`config.mk`:
```
export PLATFORM = sky130hd
export DESIGN_NAME = midpoint_ellipse_rasterizer
export DESIGN_NICKNAME = d
export VERILOG_FILES = /design/src/rtl/mer_pkg.sv /design/src/rtl/midpoint_ellipse_rasterizer.sv
export SDC_FILE = /design/constraint.sdc
export NUM_CORES = 2
export LEC_CHECK = 0
export ABC_AREA = 1
export BUFFER_PORTS_ARGS = -buffer_cell sky130_fd_sc_hd__buf_2
export CORE_MARGIN = 5
export CORE_UTILIZATION = 40
export DETAILED_ROUTE_END_ITERATION = 6
export GPL_TIMING_DRIVEN = 0
export HOLD_SLACK_MARGIN = 0.06
export SLEW_MARGIN = 30
export SYNTH_ARGS = -nofsm -noshare
export SYNTH_HDL_FRONTEND = slang
export SYNTH_SLANG_ARGS = --single-unit
export TNS_END_PERCENT = 100
```
`constraint.sdc`:
```
create_clock -name aclk -period 10.2 [get_ports aclk]
set_clock_uncertainty 0.1 [all_clocks]
set_input_delay 1.02 -clock aclk [delete_from_list [all_inputs] [get_ports aclk]]
set_output_delay 1.02 -clock aclk [all_outputs]
set_load 0.1 [all_outputs]
```
`src/rtl/mer_pkg.sv`:
```
// Shared types and constants for the midpoint ellipse rasterizer.
// Depends on nothing; the top level refers to it by scoped names.
`default_nettype none

package mer_pkg;

    // Width of the signed center coordinates.
    localparam int CENTER_W = 12;

    // Configuration register indexes.
    localparam int CFG_IDX_W = 2;
    typedef logic [CFG_IDX_W-1:0] cfg_idx_t;
    localparam cfg_idx_t CFG_CENTER_X = 2'd0;
    localparam cfg_idx_t CFG_CENTER_Y = 2'd1;
    localparam cfg_idx_t CFG_RADIUS_X = 2'd2;
    localparam cfg_idx_t CFG_RADIUS_Y = 2'd3;

    // Walk phase of the current ellipse.
    typedef logic [1:0] phase_t;
    localparam phase_t PH_DONE = 2'd0;
    localparam phase_t PH_R1   = 2'd1;
    localparam phase_t PH_R2   = 2'd2;

endpackage

`default_nettype wire

```
`src/rtl/midpoint_ellipse_rasterizer.sv`:
```
// Midpoint ellipse rasterizer: one quadrant walk with four-way mirroring.
// Depends on mer_pkg for register indexes, phase codes and the center width.
//
// Channel   Dir  Handshake          Payload
// s_        in   tvalid / tready    tdata[0] = restart
// m_        out  tvalid / tready    tdata = point_x, point_y; tlast = last_of_step;
//                                   tuser = finished
// cfg_      in   wr_en (no wait)    cfg_index selects the register, cfg_wdata the value
//
// A restart request keeps the input busy while the radii are squared, a*a*b is formed,
// the walk is set up and both axis points are emitted; an advance squares the radii,
// steps the walk, updates the decision and emits four points, and entering region two
// adds the states that form the new decision. An advance after the end is taken and emits nothing.
// The work is paced by the single shared multiplier, used once per cycle, and by the output
// register, which takes one point a cycle unless stalled. Reset is synchronous, active low.
// A stalled output holds the sequencer in its emit state; no request is taken meanwhile.
`default_nettype none

module midpoint_ellipse_rasterizer #(
    parameter int RADIUS_BITS = 10,
    parameter int COORD_BITS  = 13
) (
    input  wire logic                                aclk,
    input  wire logic                                aresetn,
    // Input requests
    input  wire logic                                s_tvalid,
    output logic                                     s_tready,
    input  wire logic [7:0]                          s_tdata,   // [0] restart
    // Plotted points
    output logic                                     m_tvalid,
    input  wire logic                                m_tready,
    output logic [((2*COORD_BITS+7)/8)*8-1:0]        m_tdata,   // point_x, then point_y
    output logic                                     m_tlast,   // last_of_step
    output logic                                     m_tuser,   // finished
    // Configuration writes
    input  wire logic                                cfg_wr_en,
    input  wire mer_pkg::cfg_idx_t                   cfg_index,
    input  wire logic [((RADIUS_BITS > mer_pkg::CENTER_W) ?
                        RADIUS_BITS : mer_pkg::CENTER_W)-1:0] cfg_wdata
);

    localparam int CW         = mer_pkg::CENTER_W;
    localparam int OPW        = 2*RADIUS_BITS + 2;
    localparam int PROD_W     = 2*OPW;
    localparam int DEC_RAW    = 4*RADIUS_BITS + 8;
    localparam int DEC_BITS   = (DEC_RAW > 64) ? 64 : DEC_RAW;
    localparam int SLOPE_BITS = 3*RADIUS_BITS + 4;
    localparam int STEP_BITS  = RADIUS_BITS + 2;
    localparam int SQ_W       = 2*RADIUS_BITS;
    localparam int DATA_W     = ((2*COORD_BITS+7)/8)*8;

    // Sequencer states.
    localparam logic [4:0] ST_IDLE    = 5'd0;
    localparam logic [4:0] ST_SQ_A    = 5'd1;
    localparam logic [4:0] ST_SQ_B    = 5'd2;
    localparam logic [4:0] ST_R_AB    = 5'd3;
    localparam logic [4:0] ST_R_AAB   = 5'd4;
    localparam logic [4:0] ST_R_INIT  = 5'd5;
    localparam logic [4:0] ST_STEP_A  = 5'd6;
    localparam logic [4:0] ST_STEP_B  = 5'd7;
    localparam logic [4:0] ST_CHK     = 5'd8;
    localparam logic [4:0] ST_SET_BT  = 5'd9;
    localparam logic [4:0] ST_SET_BT2 = 5'd10;
    localparam logic [4:0] ST_SET_AT  = 5'd11;
    localparam logic [4:0] ST_SET_AT2 = 5'd12;
    localparam logic [4:0] ST_SET_AB  = 5'd13;
    localparam logic [4:0] ST_SET_AB2 = 5'd14;
    localparam logic [4:0] ST_SET_END = 5'd15;
    localparam logic [4:0] ST_FIN     = 5'd16;
    localparam logic [4:0] ST_EMIT    = 5'd17;

    // Configuration registers.
    logic signed [CW-1:0]          center_x_reg, center_x_next;
    logic signed [CW-1:0]          center_y_reg, center_y_next;
    logic [RADIUS_BITS-1:0]        radius_x_reg, radius_x_next;
    logic [RADIUS_BITS-1:0]        radius_y_reg, radius_y_next;

    // Walk state.
    logic signed [STEP_BITS-1:0]   step_x_reg, step_x_next;
    logic signed [STEP_BITS-1:0]   step_y_reg, step_y_next;
    logic signed [SLOPE_BITS-1:0]  slope_x_reg, slope_x_next;
    logic signed [SLOPE_BITS-1:0]  slope_y_reg, slope_y_next;
    logic [DEC_BITS-1:0]           decision_reg, decision_next;
    mer_pkg::phase_t               phase_reg, phase_next;

    // Sequencer and working registers.
    logic [4:0]                    state_reg, state_next;
    logic                          restart_reg, restart_next;
    logic                          both_reg, both_next;
    logic                          fin_reg, fin_next;
    logic [1:0]                    k_reg, k_next;
    logic [SQ_W-1:0]               asq_reg, asq_next;
    logic [SQ_W-1:0]               bsq_reg, bsq_next;
    logic [DEC_BITS-1:0]           prod_reg, prod_next;
    logic [DEC_BITS-1:0]           acc_reg, acc_next;

    // Output register.
    logic                          m_valid_reg, m_valid_next;
    logic [COORD_BITS-1:0]         m_x_reg, m_x_next;
    logic [COORD_BITS-1:0]         m_y_reg, m_y_next;
    logic                          m_last_reg, m_last_next;
    logic                          m_fin_reg, m_fin_next;

    // Shared multiplier.
    logic [OPW-1:0]                mul_a, mul_b;
    logic [PROD_W-1:0]             mul_p;
    logic [DEC_BITS-1:0]           mul_dec;

    // Derived operands.
    logic [STEP_BITS-1:0]          tx_op, ty_abs;
    logic [DEC_BITS-1:0]           asq1, asq4, bsq4, p4, sx4, sy4, sx_ext, sy_ext;
    logic [SLOPE_BITS-1:0]         asq2_s, bsq2_s;
    logic                          dec_neg, emit_last, emit_load;
    logic [COORD_BITS-1:0]         cx_c, cy_c, sx_c, sy_c;

    assign s_tready = (state_reg == ST_IDLE);
    assign m_tvalid = m_valid_reg;
    assign m_tdata  = DATA_W'({m_y_reg, m_x_reg});
    assign m_tlast  = m_last_reg;
    assign m_tuser  = m_fin_reg;

    // Operands of the region-two decision: 2x+1 and the magnitude of y-1.
    assign tx_op  = {step_x_reg[STEP_BITS-2:0], 1'b1};
    assign ty_abs = (step_y_reg == '0) ? STEP_BITS'(1) : STEP_BITS'(step_y_reg - 1'b1);

    // Scaled terms for the decision and slope updates.
    assign asq1   = DEC_BITS'(asq_reg);
    assign asq4   = asq1 << 2;
    assign bsq4   = DEC_BITS'(bsq_reg) << 2;
    assign p4     = prod_reg << 2;
    assign sx_ext = DEC_BITS'(slope_x_reg);
    assign sy_ext = DEC_BITS'(slope_y_reg);
    assign sx4    = sx_ext << 2;
    assign sy4    = sy_ext << 2;
    assign asq2_s = SLOPE_BITS'({asq_reg, 1'b0});
    assign bsq2_s = SLOPE_BITS'({bsq_reg, 1'b0});
    assign dec_neg = decision_reg[DEC_BITS-1];

    // Mirrored point for the current emit slot; coordinates wrap to COORD_BITS.
    assign cx_c = COORD_BITS'(center_x_reg);
    assign cy_c = COORD_BITS'(center_y_reg);
    assign sx_c = COORD_BITS'(step_x_reg);
    assign sy_c = COORD_BITS'(step_y_reg);
    assign emit_last = restart_reg ? (k_reg == 2'd1) : (k_reg == 2'd3);
    assign emit_load = (state_reg == ST_EMIT) && (!m_valid_reg || m_tready);

    // Operand selection for the shared multiplier.
    always_comb begin
        unique case (state_reg)
            ST_SQ_A: begin
                mul_a = OPW'(radius_x_reg);
                mul_b = OPW'(radius_x_reg);
            end
            ST_SQ_B: begin
                mul_a = OPW'(radius_y_reg);
                mul_b = OPW'(radius_y_reg);
            end
            ST_R_AB, ST_SET_AB: begin
                mul_a = OPW'(radius_x_reg);
                mul_b = OPW'(radius_y_reg);
            end
            ST_R_AAB: begin
                mul_a = OPW'(radius_x_reg);
                mul_b = prod_reg[OPW-1:0];
            end
            ST_SET_BT: begin
                mul_a = OPW'(radius_y_reg);
                mul_b = OPW'(tx_op);
            end
            ST_SET_AT: begin
                mul_a = OPW'(radius_x_reg);
                mul_b = OPW'(ty_abs);
            end
            ST_SET_BT2, ST_SET_AT2, ST_SET_AB2: begin
                mul_a = prod_reg[OPW-1:0];
                mul_b = prod_reg[OPW-1:0];
            end
            default: begin
                mul_a = '0;
                mul_b = '0;
            end
        endcase
    end

    assign mul_p   = mul_a * mul_b;
    assign mul_dec = DEC_BITS'(mul_p);

    // Sequencer and datapath next-state logic.
    always_comb begin
        center_x_next = center_x_reg;
        center_y_next = center_y_reg;
        radius_x_next = radius_x_reg;
        radius_y_next = radius_y_reg;
        step_x_next   = step_x_reg;
        step_y_next   = step_y_reg;
        slope_x_next  = slope_x_reg;
        slope_y_next  = slope_y_reg;
        decision_next = decision_reg;
        phase_next    = phase_reg;
        state_next    = state_reg;
        restart_next  = restart_reg;
        both_next     = both_reg;
        fin_next      = fin_reg;
        k_next        = k_reg;
        asq_next      = asq_reg;
        bsq_next      = bsq_reg;
        prod_next     = prod_reg;
        acc_next      = acc_reg;

        // Configuration writes must come only while the sequencer is idle; the block does not enforce this.
        if (cfg_wr_en) begin
            unique case (cfg_index)
                mer_pkg::CFG_CENTER_X: center_x_next = cfg_wdata[CW-1:0];
                mer_pkg::CFG_CENTER_Y: center_y_next = cfg_wdata[CW-1:0];
                mer_pkg::CFG_RADIUS_X: radius_x_next = cfg_wdata[RADIUS_BITS-1:0];
                mer_pkg::CFG_RADIUS_Y: radius_y_next = cfg_wdata[RADIUS_BITS-1:0];
                default: ;
            endcase
        end

        unique case (state_reg)
            ST_IDLE: begin
                // An advance after the end is consumed without any work.
                if (s_tvalid && (s_tdata[0] || (phase_reg != mer_pkg::PH_DONE))) begin
                    restart_next = s_tdata[0];
                    state_next   = ST_SQ_A;
                end
            end
            ST_SQ_A: begin
                asq_next   = mul_p[SQ_W-1:0];
                state_next = ST_SQ_B;
            end
            ST_SQ_B: begin
                bsq_next   = mul_p[SQ_W-1:0];
                state_next = restart_reg ? ST_R_AB : ST_STEP_A;
            end
            ST_R_AB: begin
                prod_next  = mul_dec;
                state_next = ST_R_AAB;
            end
            ST_R_AAB: begin
                prod_next  = mul_dec;
                state_next = ST_R_INIT;
            end
            ST_R_INIT: begin
                // prod_reg holds a*a*b here.
                step_x_next   = '0;
                step_y_next   = STEP_BITS'(radius_y_reg);
                slope_x_next  = '0;
                slope_y_next  = {prod_reg[SLOPE_BITS-2:0], 1'b0};
                decision_next = bsq4 - p4 + asq1;
                phase_next    = mer_pkg::PH_R1;
                state_next    = ST_CHK;
            end
            ST_STEP_A: begin
                // Step the coordinates and slopes; remember whether both moved.
                if (phase_reg == mer_pkg::PH_R1) begin
                    step_x_next  = step_x_reg + 1'b1;
                    slope_x_next = slope_x_reg + bsq2_s;
                    both_next    = !dec_neg;
                    if (!dec_neg) begin
                        step_y_next  = step_y_reg - 1'b1;
                        slope_y_next = slope_y_reg - asq2_s;
                    end
                end else begin
                    step_y_next  = step_y_reg - 1'b1;
                    slope_y_next = slope_y_reg - asq2_s;
                    both_next    = dec_neg || (decision_reg == '0);
                    if (dec_neg || (decision_reg == '0)) begin
                        step_x_next  = step_x_reg + 1'b1;
                        slope_x_next = slope_x_reg + bsq2_s;
                    end
                end
                state_next = ST_STEP_B;
            end
            ST_STEP_B: begin
                // Decision update with the slopes already stepped.
                if (phase_reg == mer_pkg::PH_R1) begin
                    decision_next = decision_reg + bsq4 + sx4 - (both_reg ? sy4 : '0);
                end else begin
                    decision_next = decision_reg + asq4 - sy4 + (both_reg ? sx4 : '0);
                end
                state_next = ST_CHK;
            end
            ST_CHK: begin
                if ((phase_reg == mer_pkg::PH_R1) && !(slope_x_reg < slope_y_reg)) begin
                    state_next = ST_SET_BT;
                end else begin
                    state_next = ST_FIN;
                end
            end
            // Region-two decision: (b*tx)^2 + 4*(a*ty)^2 - 4*(a*b)^2.
            ST_SET_BT: begin
                prod_next  = mul_dec;
                state_next = ST_SET_BT2;
            end
            ST_SET_BT2: begin
                prod_next  = mul_dec;
                state_next = ST_SET_AT;
            end
            ST_SET_AT: begin
                acc_next   = prod_reg;
                prod_next  = mul_dec;
                state_next = ST_SET_AT2;
            end
            ST_SET_AT2: begin
                prod_next  = mul_dec;
                state_next = ST_SET_AB;
            end
            ST_SET_AB: begin
                acc_next   = acc_reg + p4;
                prod_next  = mul_dec;
                state_next = ST_SET_AB2;
            end
            ST_SET_AB2: begin
                prod_next  = mul_dec;
                state_next = ST_SET_END;
            end
            ST_SET_END: begin
                decision_next = acc_reg - p4;
                phase_next    = mer_pkg::PH_R2;
                state_next    = ST_FIN;
            end
            ST_FIN: begin
                // The ellipse ends once region two reaches y of zero.
                if ((phase_reg == mer_pkg::PH_R2) && (step_y_reg <= 0)) begin
                    phase_next = mer_pkg::PH_DONE;
                    fin_next   = 1'b1;
                end else begin
                    fin_next   = 1'b0;
                end
                k_next     = 2'd0;
                state_next = ST_EMIT;
            end
            ST_EMIT: begin
                if (emit_load) begin
                    k_next = k_reg + 1'b1;
                    if (emit_last) begin
                        state_next = ST_IDLE;
                    end
                end
            end
            default: begin
                state_next = ST_IDLE;
            end
        endcase
    end

    // Output register: one mirrored point per load.
    always_comb begin
        m_x_next    = m_x_reg;
        m_y_next    = m_y_reg;
        m_last_next = m_last_reg;
        m_fin_next  = m_fin_reg;
        if (emit_load) begin
            m_valid_next = 1'b1;
            m_x_next     = k_reg[1] ? (cx_c - sx_c) : (cx_c + sx_c);
            m_y_next     = k_reg[0] ? (cy_c - sy_c) : (cy_c + sy_c);
            m_last_next  = emit_last;
            m_fin_next   = fin_reg;
        end else if (m_tready) begin
            m_valid_next = 1'b0;
        end else begin
            m_valid_next = m_valid_reg;
        end
    end

    // Control state with reset.
    always_ff @(posedge aclk) begin
        if (!aresetn) begin
            center_x_reg <= '0;
            center_y_reg <= '0;
            radius_x_reg <= RADIUS_BITS'(60);
            radius_y_reg <= RADIUS_BITS'(30);
            step_x_reg   <= '0;
            step_y_reg   <= '0;
            slope_x_reg  <= '0;
            slope_y_reg  <= '0;
            decision_reg <= '0;
            phase_reg    <= mer_pkg::PH_DONE;
            state_reg    <= ST_IDLE;
            restart_reg  <= 1'b0;
            both_reg     <= 1'b0;
            fin_reg      <= 1'b0;
            k_reg        <= '0;
            m_valid_reg  <= 1'b0;
        end else begin
            center_x_reg <= center_x_next;
            center_y_reg <= center_y_next;
            radius_x_reg <= radius_x_next;
            radius_y_reg <= radius_y_next;
            step_x_reg   <= step_x_next;
            step_y_reg   <= step_y_next;
            slope_x_reg  <= slope_x_next;
            slope_y_reg  <= slope_y_next;
            decision_reg <= decision_next;
            phase_reg    <= phase_next;
            state_reg    <= state_next;
            restart_reg  <= restart_next;
            both_reg     <= both_next;
            fin_reg      <= fin_next;
            k_reg        <= k_next;
            m_valid_reg  <= m_valid_next;
        end
    end

    // Working and payload registers.
    always_ff @(posedge aclk) begin
        asq_reg    <= asq_next;
        bsq_reg    <= bsq_next;
        prod_reg   <= prod_next;
        acc_reg    <= acc_next;
        m_x_reg    <= m_x_next;
        m_y_reg    <= m_y_next;
        m_last_reg <= m_last_next;
        m_fin_reg  <= m_fin_next;
    end

    // A step flagged as finishing the ellipse has left the walk in its done phase.
    a_fin_means_done: assert property (@(posedge aclk) disable iff (!aresetn)
        (state_reg == ST_EMIT && fin_reg) |-> (phase_reg == mer_pkg::PH_DONE))
        else $error("finished step emitted while the walk is still active");

    // Region two never carries y below zero.
    a_r2_y_nonneg: assert property (@(posedge aclk) disable iff (!aresetn)
        (phase_reg == mer_pkg::PH_R2) |-> !step_y_reg[STEP_BITS-1])
        else $error("region two walked past y of zero");

    // A restart emits only its two axis points.
    a_restart_two: assert property (@(posedge aclk) disable iff (!aresetn)
        (state_reg == ST_EMIT && restart_reg) |-> (k_reg[1] == 1'b0))
        else $error("restart emitted more than two points");

    // Entering region two happens only from region one.
    a_r2_entry: assert property (@(posedge aclk) disable iff (!aresetn)
        (state_reg == ST_SET_END) |-> (phase_reg == mer_pkg::PH_R1))
        else $error("region-two decision loaded outside region one");

endmodule

`default_nettype wire

```
**Word level (Yosys, flattened, before mapping)**

Index checks and enable logic that the tools add are counted.

- Reductions and logical operators: 38
- Multiply operators: 1
- Equal/unequal tests: 30
- Magnitude comparators: 2
- Add/subtract/negate cells: 19
- Multiplexer cells: 37

Operator list:

| operator | count |
|---|---|
| 2-to-1 mux 48 bit | 3 |
| one-hot mux 48 bit (3 select lines) | 1 |
| 2-to-1 mux 34 bit | 4 |
| one-hot mux 34 bit (2 select lines) | 2 |
| one-hot mux 22 bit (5 select lines) | 1 |
| adder 48 x 22 -> 48 bit | 2 |
| adder 48 bit | 2 |
| one-hot mux 48 bit (2 select lines) | 1 |
| subtractor 48 bit | 2 |
| one-hot mux 5 bit (17 select lines) | 1 |
| one-hot mux 22 bit (3 select lines) | 1 |
| 2-to-1 mux 12 bit | 5 |
| adder 47 x 21 -> 48 bit | 1 |
| adder 48 x 46 -> 48 bit | 1 |
| zero test 48 bit | 1 |
| one-hot mux 12 bit (2 select lines) | 2 |
| subtractor 48 x 46 -> 48 bit | 1 |
| subtractor 22 x 46 -> 47 bit | 1 |
| multiplier 22 x 22 -> 44 bit | 1 |
| equality test 5 x 4 -> 1 bit, second input constant | 8 |
| adder 34 x 21 -> 34 bit | 1 |
| < comparator 34 bit | 1 |
| subtractor 34 x 21 -> 34 bit | 1 |
| adder 12 x 12 -> 13 bit | 2 |
| 36 further kinds | 81 |

- Output and inout port bits: 36
- Input port bits: 27
- Flip-flop bits (word level): 357
- Word-level logic and storage cells: 151

**Depth between registers and ports, before layout**

- Word-level depth: 5
- Depth in mapped cells: 38
- Depth with buffers taken out: 38

**Worst setup path before layout**

No wires, ideal clock.

- Path type: register to register
- From: register state_reg[2]
- To: register prod_reg[30] (data pin)
- Path buffers: 2
- Arrival: 7.684 ns
- Clock period less this slack: 8.043 ns
- Cell stages (with the launch flop): 34
- Library setup time: 0.258 ns
- Setup slack: 2.157 ns
- Required time: 9.842 ns
- Path through: dfxtp_1 -> nor2_1 -> inv_1 -> nor2_1 -> inv_1 -> nor2_2 -> inv_1 -> nand4_2 -> nand2_1 -> nand2_1 -> buf_2 -> nand2_1 -> fa_1 -> inv_1 -> fa_1 -> inv_1 -> fa_1 -> inv_1 -> fa_1 -> fa_1 -> fa_1 -> inv_1 -> fa_1 -> inv_1 -> ha_1 -> clkbuf_1 -> nand2_1 -> nor2_1 -> inv_1 -> nor3_1 -> a21oi_1 -> o31ai_1 -> a21oi_1 -> xnor2_1

- Longest elaborated chain between the ends: 4
- Elaborated cells between the ends (all ways): 18
- Those cells by class: 1 x mul; 10 x eq/ne; 2 x mux; 5 x reduce/logical

RTL lines:

| what | line | text |
|---|---|---|
| start: declaration | midpoint_ellipse_rasterizer.sv:87 | `logic [4:0] state_reg, state_next;` |
| start signal: assignment | midpoint_ellipse_rasterizer.sv:398 | `state_reg <= state_next;` |
| equality test 5 x 4 -> 1 bit (tied with other cells) | midpoint_ellipse_rasterizer.sv:149 | `unique case (state_reg)` |
| OR reduction 4 bit (no source line) (tied with other cells) | -- |  |
| one-hot mux 22 bit (5 select lines) or one-hot mux 22 bit (3 select lines) (tied branches) | midpoint_ellipse_rasterizer.sv:149 |  |
| multiplier 22 x 22 -> 44 bit * | midpoint_ellipse_rasterizer.sv:185 | `assign mul_p = mul_a * mul_b;` |
| via mul_p[30] | midpoint_ellipse_rasterizer.sv:106 | `logic [PROD_W-1:0] mul_p;` |
| end signal: assignment | midpoint_ellipse_rasterizer.sv:411 | `prod_reg <= prod_next;` |
| end: declaration | midpoint_ellipse_rasterizer.sv:94 | `logic [DEC_BITS-1:0] prod_reg, prod_next;` |

Mark *: on every way through the listed nets, which the timed path passes. The rest lies on a longest branch.
A chain may end at the register's enable or synchronous reset.

**Worst setup path in the final report**

- From: register prod_reg[11]
- To: register prod_reg[34] (data pin)

- Longest elaborated chain between the ends: 2
- Elaborated cells between the ends (all ways): 3
- Those cells by class: 1 x mul; 2 x mux

RTL lines:

| what | line |
|---|---|
| one-hot mux 22 bit (5 select lines) or one-hot mux 22 bit (3 select lines) (tied branches) | midpoint_ellipse_rasterizer.sv:149 |
| multiplier 22 x 22 -> 44 bit * | midpoint_ellipse_rasterizer.sv:185 |
| via mul_p[34] | midpoint_ellipse_rasterizer.sv:106 |

Marked as above.

==> run metrics <==
Hold WC Path Type=flop to flop; fmax=100 MHz; switch share=59.5%; post-synth cell types=68; Synth top area share=19.2%; Starting Density=40.3%; Synth area leader=fa_1; Slew Limit Fails=0; total power=14.9 mW; commonest non-fill, non-tap cell in the layout=inv_1; pre-CTS WS=0.137 ns; Clock transition at path regs=0.06 ns; GPL Wtd Cong=0.990; Core Util, Final=43.6%; final period utilization=97.8%; vias=54.7k; clock power share=12.2%; Antenna Violating Nets Remaining=0; required time of the critical path=10.50 ns; worst-path fanout max=11; vias in the first global route=54.1k; simple-gate share of the synthesized area=22.4%; DR iter-0 viols=5133; nets=9169; IO buf count=48; CTS tree=done; Pint=6.06 mW; synthesized area per cell=6.98 sq um; Post-Synthesis Cells=7970; Seq/Total Area, Yosys=15.7%; Core Region=138000 sq um; Worst Hold Slack=0.374 ns; Slew HR=25.2%; Setup violations, final=0; Layout area overhead=8.05%; vias per cell=5.52; async set-reset flop share out of synthesis=0%; Worst EP arrival=10.28 ns; largest net degree at the start of global routing=45; mapped cell area=55600 sq um; post-synthesis mux area share=0.0180%; Congestion Overflow GR=0; Die Wd=383 microns; cell area after layout=60100 sq um; XOR/XNOR share of the synthesized area=2.99%; failing checks=design-rule violations; #FFs+latches synth=355; Post-Synth Adder-Cell Area=31.1%; dpl cell area=58300 sq um; Worst setup EP type=flop; max cap viols=0; largest cells by area after synthesis=fa_1 19%, ha_1 12%, inv_1 11%, nand2_1 10%, edfxtp_1 8.6%; WL/cell=23.5 microns; sw power=8.89 mW; Rows=136; largest family of logic cells by synthesized area=adder cells; Die Area=147000 sq um; clock buffer count from CTS=47; Comb power frac=72.8%; area of the multi-input gates=39800 sq um; Worst Setup Start Kind=flop; global-route wire length before repair=343000 microns; total area of sequential cells=8710 sq um; Post-synth EDFFs=160; Pre-antenna DRT Iters=7; Slew @ Worst Pin=1.12 ns; clk sink count=355; commonest cells after routing, fill and taps aside=1687 x inv_1, 1503 x nand2_1, 799 x nor2_1, 641 x a21oi_1, 534 x fa_1; initial antenna violation count=11; clk buf depth=3; H-tree levels=2; placed wire-length estimate=196000 microns; chip height=383 microns; Seq pwr share=15.0%; layout cell share with drive strength beyond 1=4.62%; ys flop type=dfxtp_1; DRC=1; clk_lat worst skew=0.66 ns; CP Class=flop to flop; status=finished, violations left; Ys Warns=0; Final Hold Vio Count=0; minimum clock period=9.98 ns; maximum vdd drop=0.144 mV; complex-gate fraction of the synthesized area=14.6%; final worst slack=0.221 ns; Fill cells=14.7k; total wire length=233000 microns; root buffer cell=clkbuf_16; GR Util All Layers=31.2%; IO Count=63; P per Cell Area=249 nW/um^2; Leakage=30.2 nW
[cells by family (layout without fill, tap and decap cells)]
family | after synthesis | count (layout)
buffers and inverters | 1917 | 2059
AND/OR/NAND/NOR | 2973 | 2973
XOR/XNOR | 190 | 190
multiplexers | 1 | 1
flip-flops | 355 | 355
other | 1 | 11
adder cells (fa/ha/maj) | 1063 | 1063
AO/OA/AOI/OAI | 1470 | 1470
[through the flow]
step / std cells / TNS, ns
6_report: 9916 / 0
5_1_grt: 9911 / -0.104
4_1_cts: 9910 / 0
3_5_place_dp: 9823 / 0
3_3_place_gp: 9817 / -0.396
2_1_floorplan: 7975 / 0
[timing repair]
item / CTS / global route
setup buffers: 0 / 0
setup endpoints to repair: 0 / 6
resized for setup: 0 / 6
hold buffers: 0 / 0
[worst paths after layout]
path / start / end / slack (ns) / depth (start not counted)
hold reg to reg: center_y_reg[0] / center_y_reg[0] / 0.37 / 2
hold / removal: center_y_reg[0] / center_y_reg[0] / 0.37 / 2
setup / recovery: prod_reg[11] / prod_reg[34] / 0.22 / 25
setup reg to reg: prod_reg[11] / prod_reg[34] / 0.22 / 25
[layout make-up]
type | count | share of cell area (%)
flip-flops and latches | 355 | 14.5
inverters | 1721 | 10.8
well taps | 1794 | 3.74
diodes | 5 | 0.0208
clock inverters | 35 | 0.716
plain buffers | 196 | 1.40
multi-input cells | 5703 | 66.2
clock buffers | 52 | 2.06
repair buffers | 55 | 0.629
[cell usage after synthesis, types with 27 or more instances]
cell type / n
buf_2: 51
o21ai_0: 511
nor3_1: 85
nand3_1: 323
nand2_2: 31
edfxtp_1: 160
a21oi_1: 641
dfxtp_1: 195
xnor2_1: 55
fa_1: 534
a31oi_1: 56
xor2_1: 135
nor4_1: 37
ha_1: 529
nor2_1: 808
nand4_1: 85
a21o_1: 32
nand2_1: 1505
clkbuf_1: 126
o211ai_1: 47
inv_1: 1687
o21bai_1: 34
o21a_1: 27
[routing by layer]
metal	vias up	GRT usage, %	routed length [microns]
met3	496	5.02	19200
met5	-	0	92
met2	2225	51.8	107000
li1	25500	-	-
met1	26500	40.5	95700
met4	14	12.8	11600
[critical path, cell delays in order, from the launching register on]
cell and delay [ns]:
edfxtp_1 0.58, clkinv_1 0.91, nor2_1 1.07, clkbuf_1 0.67, nand2_1 0.16, fa_1 0.57, fa_1 0.49, fa_1 0.54
inv_1 0.05, fa_1 0.44, fa_1 0.49, fa_1 0.49, inv_1 0.05, fa_1 0.55, inv_1 0.06, ha_1 0.26
clkbuf_1 0.30, nand2_1 0.15, nor2_1 0.16, inv_1 0.08, nor3_1 0.36, a21oi_1 0.17, o31ai_1 0.42, nand3_1 0.12
nand2_1 0.13, xor2_1 0.36
[power by group through the flow]
stage / Sequential, mW / Combinational, mW / Clock [mW]
2_1_floorplan: 1.97 / 7.11 / 0
3_3_place_gp: 2.25 / 10.5 / 0
3_5_place_dp: 2.25 / 10.5 / 0
4_1_cts: 2.22 / 10.6 / 1.84
5_1_grt: 2.23 / 11.8 / 1.90
6_report: 2.24 / 10.9 / 1.82
Note: power is estimated with default switching activity, not from simulation.
